<file path="src/hw/rtl/mf3_pkg.sv">
package mf3_pkg;

    // field widths of the stream items
    localparam int PIX_W = 8;
    localparam int COL_W = 10;
    localparam int ROW_W = 12;
    localparam int HGT_W = 13;
    localparam int FWD_W = 11;
    localparam int SUM_W = 12;
    localparam int CFG_IDX_W = 2;
    localparam int CFG_DATA_W = 13;

    // frame size limits and register reset values
    localparam int MIN_SIZE = 3;
    localparam int MAX_HEIGHT = 4096;
    localparam logic [FWD_W-1:0] WIDTH_RESET = 11'd640;
    localparam logic [HGT_W-1:0] HEIGHT_RESET = 13'd480;

    // floor(x / 18) as (x * 7282) >> 17, exact for x below 2^15
    localparam int BOX_X_W = 13;
    localparam logic [BOX_X_W-1:0] BOX_RECIP = 13'd7282;
    localparam logic [BOX_X_W-1:0] BOX_BIAS = 13'd9;
    localparam int BOX_SHIFT = 17;
    localparam int BOX_PROD_W = 2 * BOX_X_W;
    localparam logic [SUM_W-1:0] BIN_BIAS = 12'd8;
    localparam int BIN_SHIFT = 4;

    // output buffer
    localparam int FIFO_DEPTH = 8;
    localparam int FIFO_AW = $clog2(FIFO_DEPTH);
    localparam int FIFO_CW = $clog2(FIFO_DEPTH + 1);

    typedef enum logic [CFG_IDX_W-1:0] {
        CFG_KERNEL_MODE  = 2'd0,
        CFG_FRAME_WIDTH  = 2'd1,
        CFG_FRAME_HEIGHT = 2'd2
    } mf3_cfg_idx_t;

    typedef enum logic {
        MODE_BOX      = 1'b0,
        MODE_BINOMIAL = 1'b1
    } mf3_mode_t;

    // per-pixel control carried down the pipeline
    typedef struct packed {
        logic              filt;
        logic              pass;
        mf3_mode_t         mode;
        logic [PIX_W-1:0]  pix;
        logic [COL_W-1:0]  col;
        logic [ROW_W-1:0]  row;
    } mf3_tag_t;

    typedef struct packed {
        logic [PIX_W-1:0]  pixel;
        logic [COL_W-1:0]  col;
        logic [ROW_W-1:0]  row;
        logic              last;
    } mf3_res_t;

    // up to two results written into the output buffer in one cycle
    typedef struct packed {
        logic [1:0]  cnt;
        mf3_res_t    res0;
        mf3_res_t    res1;
    } mf3_push_t;

endpackage

</file>
<file path="src/hw/rtl/mf3_kernel.sv">
module mf3_kernel import mf3_pkg::*; (
    input  logic              sum_valid,
    input  mf3_tag_t          sum_tag,
    input  logic [SUM_W-1:0]  sum,
    output mf3_push_t         push
);

    logic [BOX_X_W-1:0]     box_x;
    logic [BOX_PROD_W-1:0]  box_prod;
    logic [SUM_W-1:0]       bin_x;
    logic [PIX_W-1:0]       mean;
    mf3_res_t               filt_res;
    mf3_res_t               pass_res;

    // rounded means: (2*sum+9)/18 by reciprocal, (sum+8)/16 by shift
    always_comb
    begin
        box_x    = {sum, 1'b0} + BOX_BIAS;
        box_prod = BOX_PROD_W'(box_x) * BOX_PROD_W'(BOX_RECIP);
        bin_x    = sum + BIN_BIAS;
        if (sum_tag.mode == MODE_BINOMIAL)
        begin
            mean = bin_x[BIN_SHIFT +: PIX_W];
        end
        else
        begin
            mean = box_prod[BOX_SHIFT +: PIX_W];
        end
    end

    // filtered pixel sits one row up and one column left
    always_comb
    begin
        filt_res.pixel = mean;
        filt_res.col   = sum_tag.col - COL_W'(1);
        filt_res.row   = sum_tag.row - ROW_W'(1);
        filt_res.last  = !sum_tag.pass;
        pass_res.pixel = sum_tag.pix;
        pass_res.col   = sum_tag.col;
        pass_res.row   = sum_tag.row;
        pass_res.last  = 1'b1;
    end

    // order: filtered first, then border copy
    always_comb
    begin
        push.cnt  = 2'd0;
        push.res0 = pass_res;
        push.res1 = pass_res;
        if (sum_valid)
        begin
            if (sum_tag.filt)
            begin
                push.res0 = filt_res;
                push.cnt  = sum_tag.pass ? 2'd2 : 2'd1;
            end
            else if (sum_tag.pass)
            begin
                push.cnt = 2'd1;
            end
        end
    end

endmodule

</file>
<file path="config.mk">
export PLATFORM = sky130hd
export DESIGN_NAME = mf3_kernel
export DESIGN_NICKNAME = d
export VERILOG_FILES = /design/src/hw/rtl/mf3_pkg.sv /design/src/hw/rtl/mf3_kernel.sv
export SDC_FILE = /design/constraint.sdc
export NUM_CORES = 1
export LEC_CHECK = 0
export ABC_AREA = 1
export CAP_MARGIN = 20
export CELL_PAD_IN_SITES_DETAIL_PLACEMENT = 0
export CELL_PAD_IN_SITES_GLOBAL_PLACEMENT = 2
export CORE_MARGIN = 5
export CORE_UTILIZATION = 36
export DETAILED_ROUTE_END_ITERATION = 10
export DONT_BUFFER_PORTS = 1
export PLACE_DENSITY_LB_ADDON = 0.1
export RECOVER_POWER = 50
export SLEW_MARGIN = 20
export SYNTH_ARGS = -nofsm -noshare
export SYNTH_HDL_FRONTEND = slang
export SYNTH_SLANG_ARGS = --single-unit
</file>
<file path="constraint.sdc">
create_clock -name vclk -period 5.55
set_input_delay 0.2775 -clock vclk [all_inputs]
set_output_delay 0.2775 -clock vclk [all_outputs]
set_load 0.05 [all_outputs]
</file>
# == Yosys cells after proc, flatten, opt, wreduce, memory -nomap -nowiden ==
# Cells that the tools add are included.
# word_totals
out_inout_bits,64
elab_cells,12
ff_bits,0
# op_classes
muxes,6
multipliers,1
n_reduce_logical,1
addsub,4
# ops
op,n
2-to-1 mux 33 bit,1
2-to-1 mux 31 bit,1
"multiplier 13 x 12 -> 24 bit, second input constant",1
"adder 13 x 4 -> 13 bit, second input constant",1
"adder 12 x 4 -> 12 bit, second input constant",1
"subtractor 12 x 1 -> 12 bit, second input constant",1
"subtractor 10 x 1 -> 10 bit, second input constant",1
2-to-1 mux 8 bit,1
2-to-1 mux 2 bit,2
logical NOT 1 bit,1
2-to-1 mux 1 bit,1

# == Longest topological paths before layout ==
# depth
depth_word,5
mapped_depth,28
ltp_nobuf,28

# == Worst setup path after synthesis ==
# No wires, ideal clock.
# synth_path
path_kind,input -> output
start,input port sum[3]
end,output port push[55] (netlist bit)
setup_slack_ns,0.019
stages,24
t_arrival_ns,5.253
path_cell_list,ha_1 -> nand2_2 -> nor2_2 -> nand2_1 -> xor2_1 -> xor2_1 -> inv_1 -> ha_1 -> ha_1 -> inv_1 -> fa_1 -> inv_1 -> fa_1 -> inv_1 -> fa_1 -> inv_1 -> ha_1 -> a21oi_1 -> o21ai_0 -> a21oi_1 -> nand2_1 -> nand2_1 -> nand3_1 -> a21oi_1
# synth_rtl
element,line,rtl
"start, declared",mf3_kernel.sv:4,"input logic [SUM_W-1:0] sum,"
"end, declared",mf3_kernel.sv:5,output mf3_push_t push

==> results.sh <==
export IMPL_start_util_pct=36.6
export IMPL_setup_violations=0
export IMPL_layout_commonest_cell="inv_1"
export IMPL_ant_nets=0
export IMPL_wl_met2_mm=4.59
export IMPL_antenna_found_initial=0
export IMPL_drt_wirelength_per_cell_um=14.7
export IMPL_yosysUniqueCellTypes=38
export IMPL_fp_dieH_um=112
export IMPL_leakagePower_nw=2.24
export IMPL_max_cap_violations=0
export IMPL_coreArea_um2=10200
export IMPL_fin_crit_sh_pct=94.7
export IMPL_yosysWarnings=0
export IMPL_die_area_um2=12500
export IMPL_grt_max_degree=17
export IMPL_drc=0
export IMPL_nClkBuffers=0
export IMPL_hp_class="input pin to primary output"
export IMPL_critical_path_required_ns=5.27
export IMPL_grt_setup_unrepaired="true"
export IMPL_layout_cells_non_filler=675
export IMPL_final_nets=686
export IMPL_crit_path_max_fanout=10
export IMPL_syn_area_um2=3740
export IMPL_die_w_um=112
export IMPL_grt_pass1_vias=3153
export IMPL_slew_headroom_pct=26.8
export IMPL_routed_top_layer="met4"
export IMPL_antennaDiodeCount=0
export IMPL_track_usage_pct=15.6
export IMPL_crit_path_max_incr_delay_ns=0.56
export IMPL_grt_overflow=0
export IMPL_start_kind="input pin"
export IMPL_synth_nets=697
export IMPL_layout_common_cells="inv_1 (111), nand2_1 (103), ha_1 (69), nor2_1 (34), xor2_1 (29)"
export IMPL_syn_avg_cell_area_um2=6.78
export IMPL_min_period_ns=5.25
export IMPL_fillers=1097
export IMPL_wl_met1_mm=4.87
export IMPL_clock_fmax_mhz=190
export IMPL_flops_and_latches=0
export IMPL_dr_total_vias=3249
export IMPL_wl_met3_um=400
export IMPL_ctsHoldBuffers=0
export IMPL_ys_seq_area_share_pct=0
export IMPL_gp_congestion=0.810
export IMPL_grt_pass1_wl_mm=16.3
export IMPL_routed_wl_mm=9.94
export IMPL_seqCellArea_um2=0
export IMPL_end_kind="primary output"
export IMPL_dp_hpwl_mm=9.06
export IMPL_p_per_area_nw_per_um2=625
export IMPL_syn_to_final_growth_pct=8.09
export IMPL_worstMarginPinSlew_ns=1.09
export IMPL_hold_viol=0
export IMPL_row_count=37
export IMPL_arrival_ns=4.98
export IMPL_synthCells=552
export IMPL_first_pass_iters=4
export IMPL_finalInstanceArea_um2=4050
export IMPL_portBuffers=0
export IMPL_outcome="completed"
export IMPL_setup_tns_ns=0
export IMPL_peakVddDrop_mv=0.359
export IMPL_drt_iter0_drc=146
export IMPL_drive_above_1_share_pct=13.4
export IMPL_place_inst=671
export IMPL_crit_slowest_cell="fa_1"
export IMPL_vias_per_cell=4.81
export IMPL_placed_area_um2=3820
export IMPL_post_route_util_pct=39.6
export IMPL_ios=110
export IMPL_slew_violations=0
export IMPL_critical_path_class="input pin to primary output"
## area by class of cell
| cell class | instances | area (um2) | area share, % |
|---|---|---|---|
| inverter | 115 | 432 | 10.7 |
| multi-input combinational | 402 | 3250 | 80.3 |
| tap | 136 | 170 | 4.21 |
| timing repair buffer | 22 | 194 | 4.79 |
## worst max-delay path, delay by kind of cell
kind                       cells  cell delay [ns]
buffers and inverters          6             0.71
AOI/OAI and AO/OA              2             0.31
and+or+nand+nor                8             1.06
adders and majority gates      7             2.25
xor gates and xnor gates       2             0.36
## layer usage
| layer | vias to the layer above | track usage [%] |
|---|---|---|
| met5 | - | 0 |
| li1 | 1679 | - |
| met2 | 69 | 26.2 |
| met1 | 1497 | 23.3 |
| met3 | 4 | 0.543 |
| met4 | 0 | 0.962 |
## Yosys cell counts (all sizes together) (2+ instances only)
master / number / area, um2
xor2: 34 / 320
fa: 23 / 460
a21oi: 28 / 151
o21ai: 16 / 91.3
nor3: 10 / 76.3
nand3b: 2 / 15.0
nand3: 27 / 140
o21bai: 2 / 15.0
a21o: 6 / 45.0
inv: 115 / 432
buf: 33 / 241
nand4: 8 / 56.3
clkbuf: 2 / 7.51
ha: 76 / 951
nor2: 40 / 168
nor4: 2 / 12.5
nand2: 111 / 424
xnor2: 11 / 96.3
## what timing repair did
item,4_1_cts,5_1_grt
buffers inserted,0,4
endpoints found under the setup margin,0,8
gates resized for setup,0,38
## worst paths after layout
path                  slack (ns)   startpoint       end  cells past startpoint
worst min-delay path        0.56  sum_tag[21]  push[22]                      0
worst max-delay path        0.30       sum[2]  push[58]                     25
## report_power, final
part	internal (mW)	switching, mW	total [mW]
registers	0	0	0
logic	1.03	1.50	2.53
clock network	0	0	0
## through the flow
stage               hold WS [ns]  worst slack, ns  power [mW]
global placement           0.555            0.113        2.24
detailed placement         0.555           0.0627        2.21
finish                     0.555            0.296        2.53
CTS                        0.555           0.0392        2.23
global route               0.555         -0.00769        2.91
floorplan                  0.722           0.0193        1.64
## cell families after synthesis
logic type / share of synthesized area (%)
buffers and inverters: 18.2
adders and majority gates: 38.0
xor gates and xnor gates: 11.1
AOI/OAI and AO/OA: 8.46
other: 0.100
and+or+nand+nor: 24.2
No activity file was read; power rests on OpenSTA's default activity.
