===== config.mk =====
export PLATFORM = sky130hd
export DESIGN_NAME = mf3_out_fifo
export DESIGN_NICKNAME = d
export VERILOG_FILES = /design/src/hw/rtl/mf3_pkg.sv /design/src/hw/rtl/mf3_out_fifo.sv
export SDC_FILE = /design/constraint.sdc
export NUM_CORES = 1
export LEC_CHECK = 0
export BUFFER_PORTS_ARGS = -buffer_cell sky130_fd_sc_hd__buf_2
export CORE_ASPECT_RATIO = 0.5
export CORE_MARGIN = 2
export CORE_UTILIZATION = 25
export CTS_CLUSTER_SIZE = 16
export DETAILED_ROUTE_END_ITERATION = 6
export HOLD_SLACK_MARGIN = 0.12
export PLACE_DENSITY_LB_ADDON = 0.1
export SETUP_SLACK_MARGIN = 0.4
export SLEW_MARGIN = 20
export SYNTH_ARGS = -nofsm -noshare
export SYNTH_HDL_FRONTEND = slang
export SYNTH_SLANG_ARGS = --single-unit

===== constraint.sdc =====
create_clock -name clk -period 4.3 [get_ports clk]
set_clock_uncertainty 0.15 [all_clocks]
set_input_delay 0.43 -clock clk [delete_from_list [all_inputs] [get_ports clk]]
set_output_delay 0.43 -clock clk [all_outputs]
set_load 0.005 [all_outputs]

===== src/hw/rtl/mf3_pkg.sv =====
package mf3_pkg;

    // field widths of the stream items
    localparam int PIX_W = 8;
    localparam int COL_W = 10;
    localparam int ROW_W = 12;
    localparam int HGT_W = 13;
    localparam int FWD_W = 11;
    localparam int SUM_W = 12;
    localparam int CFG_IDX_W = 2;
    localparam int CFG_DATA_W = 13;

    // frame size limits and register reset values
    localparam int MIN_SIZE = 3;
    localparam int MAX_HEIGHT = 4096;
    localparam logic [FWD_W-1:0] WIDTH_RESET = 11'd640;
    localparam logic [HGT_W-1:0] HEIGHT_RESET = 13'd480;

    // floor(x / 18) as (x * 7282) >> 17, exact for x below 2^15
    localparam int BOX_X_W = 13;
    localparam logic [BOX_X_W-1:0] BOX_RECIP = 13'd7282;
    localparam logic [BOX_X_W-1:0] BOX_BIAS = 13'd9;
    localparam int BOX_SHIFT = 17;
    localparam int BOX_PROD_W = 2 * BOX_X_W;
    localparam logic [SUM_W-1:0] BIN_BIAS = 12'd8;
    localparam int BIN_SHIFT = 4;

    // output buffer
    localparam int FIFO_DEPTH = 8;
    localparam int FIFO_AW = $clog2(FIFO_DEPTH);
    localparam int FIFO_CW = $clog2(FIFO_DEPTH + 1);

    typedef enum logic [CFG_IDX_W-1:0] {
        CFG_KERNEL_MODE  = 2'd0,
        CFG_FRAME_WIDTH  = 2'd1,
        CFG_FRAME_HEIGHT = 2'd2
    } mf3_cfg_idx_t;

    typedef enum logic {
        MODE_BOX      = 1'b0,
        MODE_BINOMIAL = 1'b1
    } mf3_mode_t;

    // per-pixel control carried down the pipeline
    typedef struct packed {
        logic              filt;
        logic              pass;
        mf3_mode_t         mode;
        logic [PIX_W-1:0]  pix;
        logic [COL_W-1:0]  col;
        logic [ROW_W-1:0]  row;
    } mf3_tag_t;

    typedef struct packed {
        logic [PIX_W-1:0]  pixel;
        logic [COL_W-1:0]  col;
        logic [ROW_W-1:0]  row;
        logic              last;
    } mf3_res_t;

    // up to two results written into the output buffer in one cycle
    typedef struct packed {
        logic [1:0]  cnt;
        mf3_res_t    res0;
        mf3_res_t    res1;
    } mf3_push_t;

endpackage


===== src/hw/rtl/mf3_out_fifo.sv =====
module mf3_out_fifo import mf3_pkg::*; (
    input  logic       clk,
    input  logic       rst_n,
    input  mf3_push_t  push,
    input  logic       pop,
    output logic       not_empty,
    output mf3_res_t   head
);

    mf3_res_t              buf_mem [FIFO_DEPTH];
    logic [FIFO_AW-1:0]    wr_ptr_reg;
    logic [FIFO_AW-1:0]    wr_ptr_next;
    logic [FIFO_AW-1:0]    rd_ptr_reg;
    logic [FIFO_AW-1:0]    rd_ptr_next;
    logic [FIFO_CW-1:0]    count_reg;
    logic [FIFO_CW-1:0]    count_next;
    logic                  do_pop;

    assign do_pop = pop && (count_reg != '0);

    // pointer and fill bookkeeping
    always_comb
    begin
        wr_ptr_next = wr_ptr_reg + FIFO_AW'(push.cnt);
        rd_ptr_next = rd_ptr_reg + FIFO_AW'(do_pop);
        count_next  = count_reg + FIFO_CW'(push.cnt) - FIFO_CW'(do_pop);
    end

    always_ff @(posedge clk or negedge rst_n)
    begin
        if (!rst_n)
        begin
            wr_ptr_reg <= '0;
            rd_ptr_reg <= '0;
            count_reg  <= '0;
        end
        else
        begin
            wr_ptr_reg <= wr_ptr_next;
            rd_ptr_reg <= rd_ptr_next;
            count_reg  <= count_next;
        end
    end

    // up to two writes a cycle, space is reserved upstream
    always_ff @(posedge clk)
    begin
        if (push.cnt != 2'd0)
        begin
            buf_mem[wr_ptr_reg] <= push.res0;
        end
        if (push.cnt == 2'd2)
        begin
            buf_mem[wr_ptr_reg + FIFO_AW'(1)] <= push.res1;
        end
    end

    assign not_empty = (count_reg != '0);
    assign head      = buf_mem[rd_ptr_reg];

endmodule


==> Yosys cells after proc, flatten, opt, wreduce, memory -nomap -nowiden <==
Memory sizes are Yosys's and may differ from the RTL's.
Index checks and enable logic that the tools add are counted.
{ "totals": {"regBits": 10, "ram_bits": 248, "inputBits": 67, "out_inout_bits": 32, "wordCells": 17, "n_memories": 1} }
{ "classes": {"n_addsub": 5, "eq_ne": 1, "n_mux": 4, "n_reduce_logical": 3} }
{ "mem_list": {"columns": ["memory", "depth", "word_bits", "read_ports", "rd_clocked_by_memory_dff", "write_ports", "line", "source"], "rows": [
  ["buf_mem", 8, 31, 1, 0, 2, "mf3_out_fifo.sv:10", "mf3_res_t buf_mem [FIFO_DEPTH];"]
]} }
{ "op_table": {"columns": ["cell", "count"], "rows": [
  ["$add 4x2->4", 1],
  ["$mux 1", 4],
  ["$reduce_bool 4->1", 1],
  ["$sub 4x1->4", 1],
  ["$add 3x1->3", 1],
  ["$add 3x1->3 const B", 1],
  ["$add 3x2->3", 1],
  ["$eq 2x2->1 const B", 1],
  ["$reduce_bool 2->1", 1],
  ["$logic_and 1x1->1", 1]
]} }

==> Depth between registers and ports, before layout <==
{ "logic_depth": {"ltp_word": 3, "depth_mapped": 9, "mapped_depth_nobuf": 9} }

==> Worst setup path before layout <==
Ideal clock, no wire load.
{ "synth_path": {"path_kind": "register to register", "start": "reg wr_ptr_reg[0]", "end": "mem buf_mem[0][0] in the netlist's numbering (enable)", "setup_time_ns": 0.466, "t_arrival_ns": 3.000, "t_required_ns": 3.684, "setup_slack_ns": 0.684, "stages_incl_launch_ff": 3, "path_buffers": 0, "synth_period_minus_slack_ns": 3.616, "cell_sequence": "dfrtp_1 o21bai_1 o31ai_1"} }
{ "synth_lines": {"columns": ["element", "line", "source"], "rows": [
  ["start, declared", "mf3_out_fifo.sv:11", "logic [FIFO_AW-1:0] wr_ptr_reg;"],
  ["start signal, assigned", "mf3_out_fifo.sv:39", "wr_ptr_reg <= wr_ptr_next;"],
  ["end, declared", "mf3_out_fifo.sv:10", null]
]} }

==> impl_metrics.env <==
export IMPL_cts_clk_slew_worst_paths_ns=0.06
export IMPL_grt_antenna_before_repair=0
export IMPL_htree_levels=1
export IMPL_clock_latency_ns=0.56
export IMPL_io_pins=99
export IMPL_multi_input_area_mm2=0.00506
export IMPL_nets=958
export IMPL_post_route_min_period_ns=3.29
export IMPL_status="completed"
export IMPL_final_max_slew_viol_count=0
export IMPL_yosys_area_top_type_share_pct=57.8
export IMPL_slew_headroom_pct=31.6
export IMPL_coreArea_mm2=0.0506
export IMPL_peakVddDrop_v=0.000381
export IMPL_cellPowerDensity_mw_per_mm2=643
export IMPL_start_util_pct=25.5
export IMPL_drtIter0Drc=489
export IMPL_n_antenna_cell=0
export IMPL_clock_sinks=258
export IMPL_finalSetupViolations=0
export IMPL_ys_top_cells_by_area="edfxtp_1, mux2_2, mux4_2"
export IMPL_die_h_um=164
export IMPL_worst_pin_slew_ns=1.03
export IMPL_avgSynthCellArea_um2=18.3
export IMPL_grt_pass1_wl_um=55200
export IMPL_cts_setup_buffers=0
export IMPL_power_leakage_uw=0.00539
export IMPL_area_growth_pct=23.8
export IMPL_via_per_inst=4.53
export IMPL_grt_overflow_total=0
export IMPL_cts_max_path_buffers=3
export IMPL_ys_ff_latch=258
export IMPL_drc=0
export IMPL_wire_per_inst_um=23.4
export IMPL_worstPathArrival_ns=2.71
export IMPL_ys_seq_area_share_pct=59.8
export IMPL_gp_congestion=0.701
export IMPL_cp_max_fo=18
export IMPL_ys_types=29
export IMPL_crit_family="multiplexers"
export IMPL_rsz0062_at_grt="no"
export IMPL_hpwl_um=21400
export IMPL_vias=7216
export IMPL_grt_start_max_net_pins=49
export IMPL_grt_pass1_vias=8102
export IMPL_max_stage_delay_ns=0.69
export IMPL_n_fill_cell=4981
export IMPL_dieArea_mm2=0.0534
export IMPL_final_core_util_pct=31.5
export IMPL_setup_tns_ns=0
export IMPL_synth_cells=703
export IMPL_syn_cell_area_mm2=0.0129
export IMPL_cts_made_buffers=29
export IMPL_ant_nets=0
export IMPL_root_buffer="clkbuf_16"
export IMPL_drv_cap=0
export IMPL_period_share_pct=76.6
export IMPL_cp_data_required_time_ns=3.72
export IMPL_drive_gt1_share_pct=57.7
export IMPL_hold_class="in2reg"
export IMPL_crit_path_end_kind="output pin"
export IMPL_crit_chain="buf_4, mux4_2, mux2_2, buf_2"
export IMPL_finalWirelength_um=37200
export IMPL_largest_reg_flops=248
export IMPL_cp_num_buf_inv=2
export IMPL_die_x_um=325
export IMPL_mappedNetlistNets=780
export IMPL_regArea_mm2=0.00770
export IMPL_portBuffers=98
export IMPL_final_hold_viol_count=0
export IMPL_max_freq_mhz=304
export IMPL_cts_tree="built"
export IMPL_drtPass1Iterations=4
export IMPL_synth_warnings=0
export IMPL_yosysTopAreaCell="edfxtp_1"
export IMPL_critPathKind="reg2out"
export IMPL_grtUsageTotal_pct=14.1
export IMPL_row_count=58
export IMPL_slowest_stage="dfrtp_4"
export IMPL_start_kind="flip-flop"
## cells in the mapped netlist (all sizes together)
cell type / instances
a21o: 1
a21oi: 1
and3: 1
buf: 33
clkbuf: 10
dfrtp: 10
edfxtp: 248
fa: 2
ha: 8
inv: 11
mux2: 279
mux2i: 1
mux4: 62
nand2: 9
nand2b: 1
nand4b: 1
nor2: 3
nor4b: 1
nor4bb: 2
o21ai: 5
o21bai: 1
o22ai: 2
o31ai: 2
or2: 1
or3b: 1
xnor2: 4
xor2: 3
## stage by stage
step                setup slack (ns)  total power, uW  instance area [um2]  hold WS (ns)  instances
floorplan                      0.684             6340                12900       -0.0156        703
global placement                1.23             7990                14400         0.162       1471
detailed placement              1.21             8020                14400         0.156       1471
CTS                            0.895            10500                15900         0.120       1593
global route                   0.852            10800                15900         0.134       1593
finish                          1.01            10200                15900         0.145       1593
## cells by family after synthesis
| logic type | share of synthesized area, % |
|---|---|
| and+or+nand+nor | 0.855 |
| buffers and inverters | 1.90 |
| xor gates and xnor gates | 0.476 |
| AOI/OAI and AO/OA | 0.564 |
| adders and majority gates | 1.09 |
| muxes | 35.3 |
| DFF | 59.8 |
## report_power, final
part | internal [uW] | leakage (uW) | switching, uW
Sequential | 3700 | 0.00239 | 378
Combinational | 1830 | 0.00258 | 1990
Clock | 1300 | 0.000426 | 1050
## layout by cell type (no fill, tap or decap), drive strengths merged
cell / Yosys / final
mux2: 279 / 279
edfxtp: 248 / 248
buf: 33 / 121
dlygate4sd3: 0 / 69
mux4: 62 / 62
clkbuf: 10 / 37
inv: 11 / 13
clkinv: 0 / 13
dfrtp: 10 / 10
nand2: 9 / 9
ha: 8 / 8
o21ai: 5 / 5
xnor2: 4 / 4
xor2: 3 / 3
nor2: 3 / 3
nor4bb: 2 / 2
o31ai: 2 / 2
o22ai: 2 / 2
fa: 2 / 2
or3b: 1 / 1
and3: 1 / 1
mux2i: 1 / 1
nand4b: 1 / 1
nor4b: 1 / 1
or2: 1 / 1
a21o: 1 / 1
a21oi: 1 / 1
o21bai: 1 / 1
nand2b: 1 / 1
bufinv: 0 / 1
## path summary, 6_finish.rpt
path,cells after the start,slack [ns],to,from
min in group asynchronous,3,0.75,wr_ptr_reg[1],rst_n
hold reg to reg,3,0.48,count_reg[3],count_reg[3]
hold / removal,2,0.15,buf_mem[6][12],push[43]
setup / recovery,4,1.01,head[24],rd_ptr_reg[0]
max in group asynchronous,3,2.88,rd_ptr_reg[0],rst_n
setup reg to reg,6,1.03,buf_mem[0][18],wr_ptr_reg[1]
## per-layer routing
layer / global-route usage [%] / vias up / wire [um]
met4: 2.65 / 0 / 551
met3: 2.62 / 34 / 1300
met2: 23.7 / 91 / 17800
met1: 19.0 / 3870 / 17600
li1: - / 3221 / -
met5: 0 / - / 0
## repair_timing
item,4_1_cts,5_1_grt
hold endpoints to repair,162,0
endpoints found under the setup margin,0,0
resized for setup,0,0
hold buffers,69,0
## cell type report
class	count	share of cell area, %
sequential	258	48.3
timing repair buffer	190	8.81
clock inverter	16	0.667
tap	690	5.42
inverter	11	0.259
clock buffer	37	4.74
multi-input combinational	391	31.8
Power figures use the tool's default switching activity.
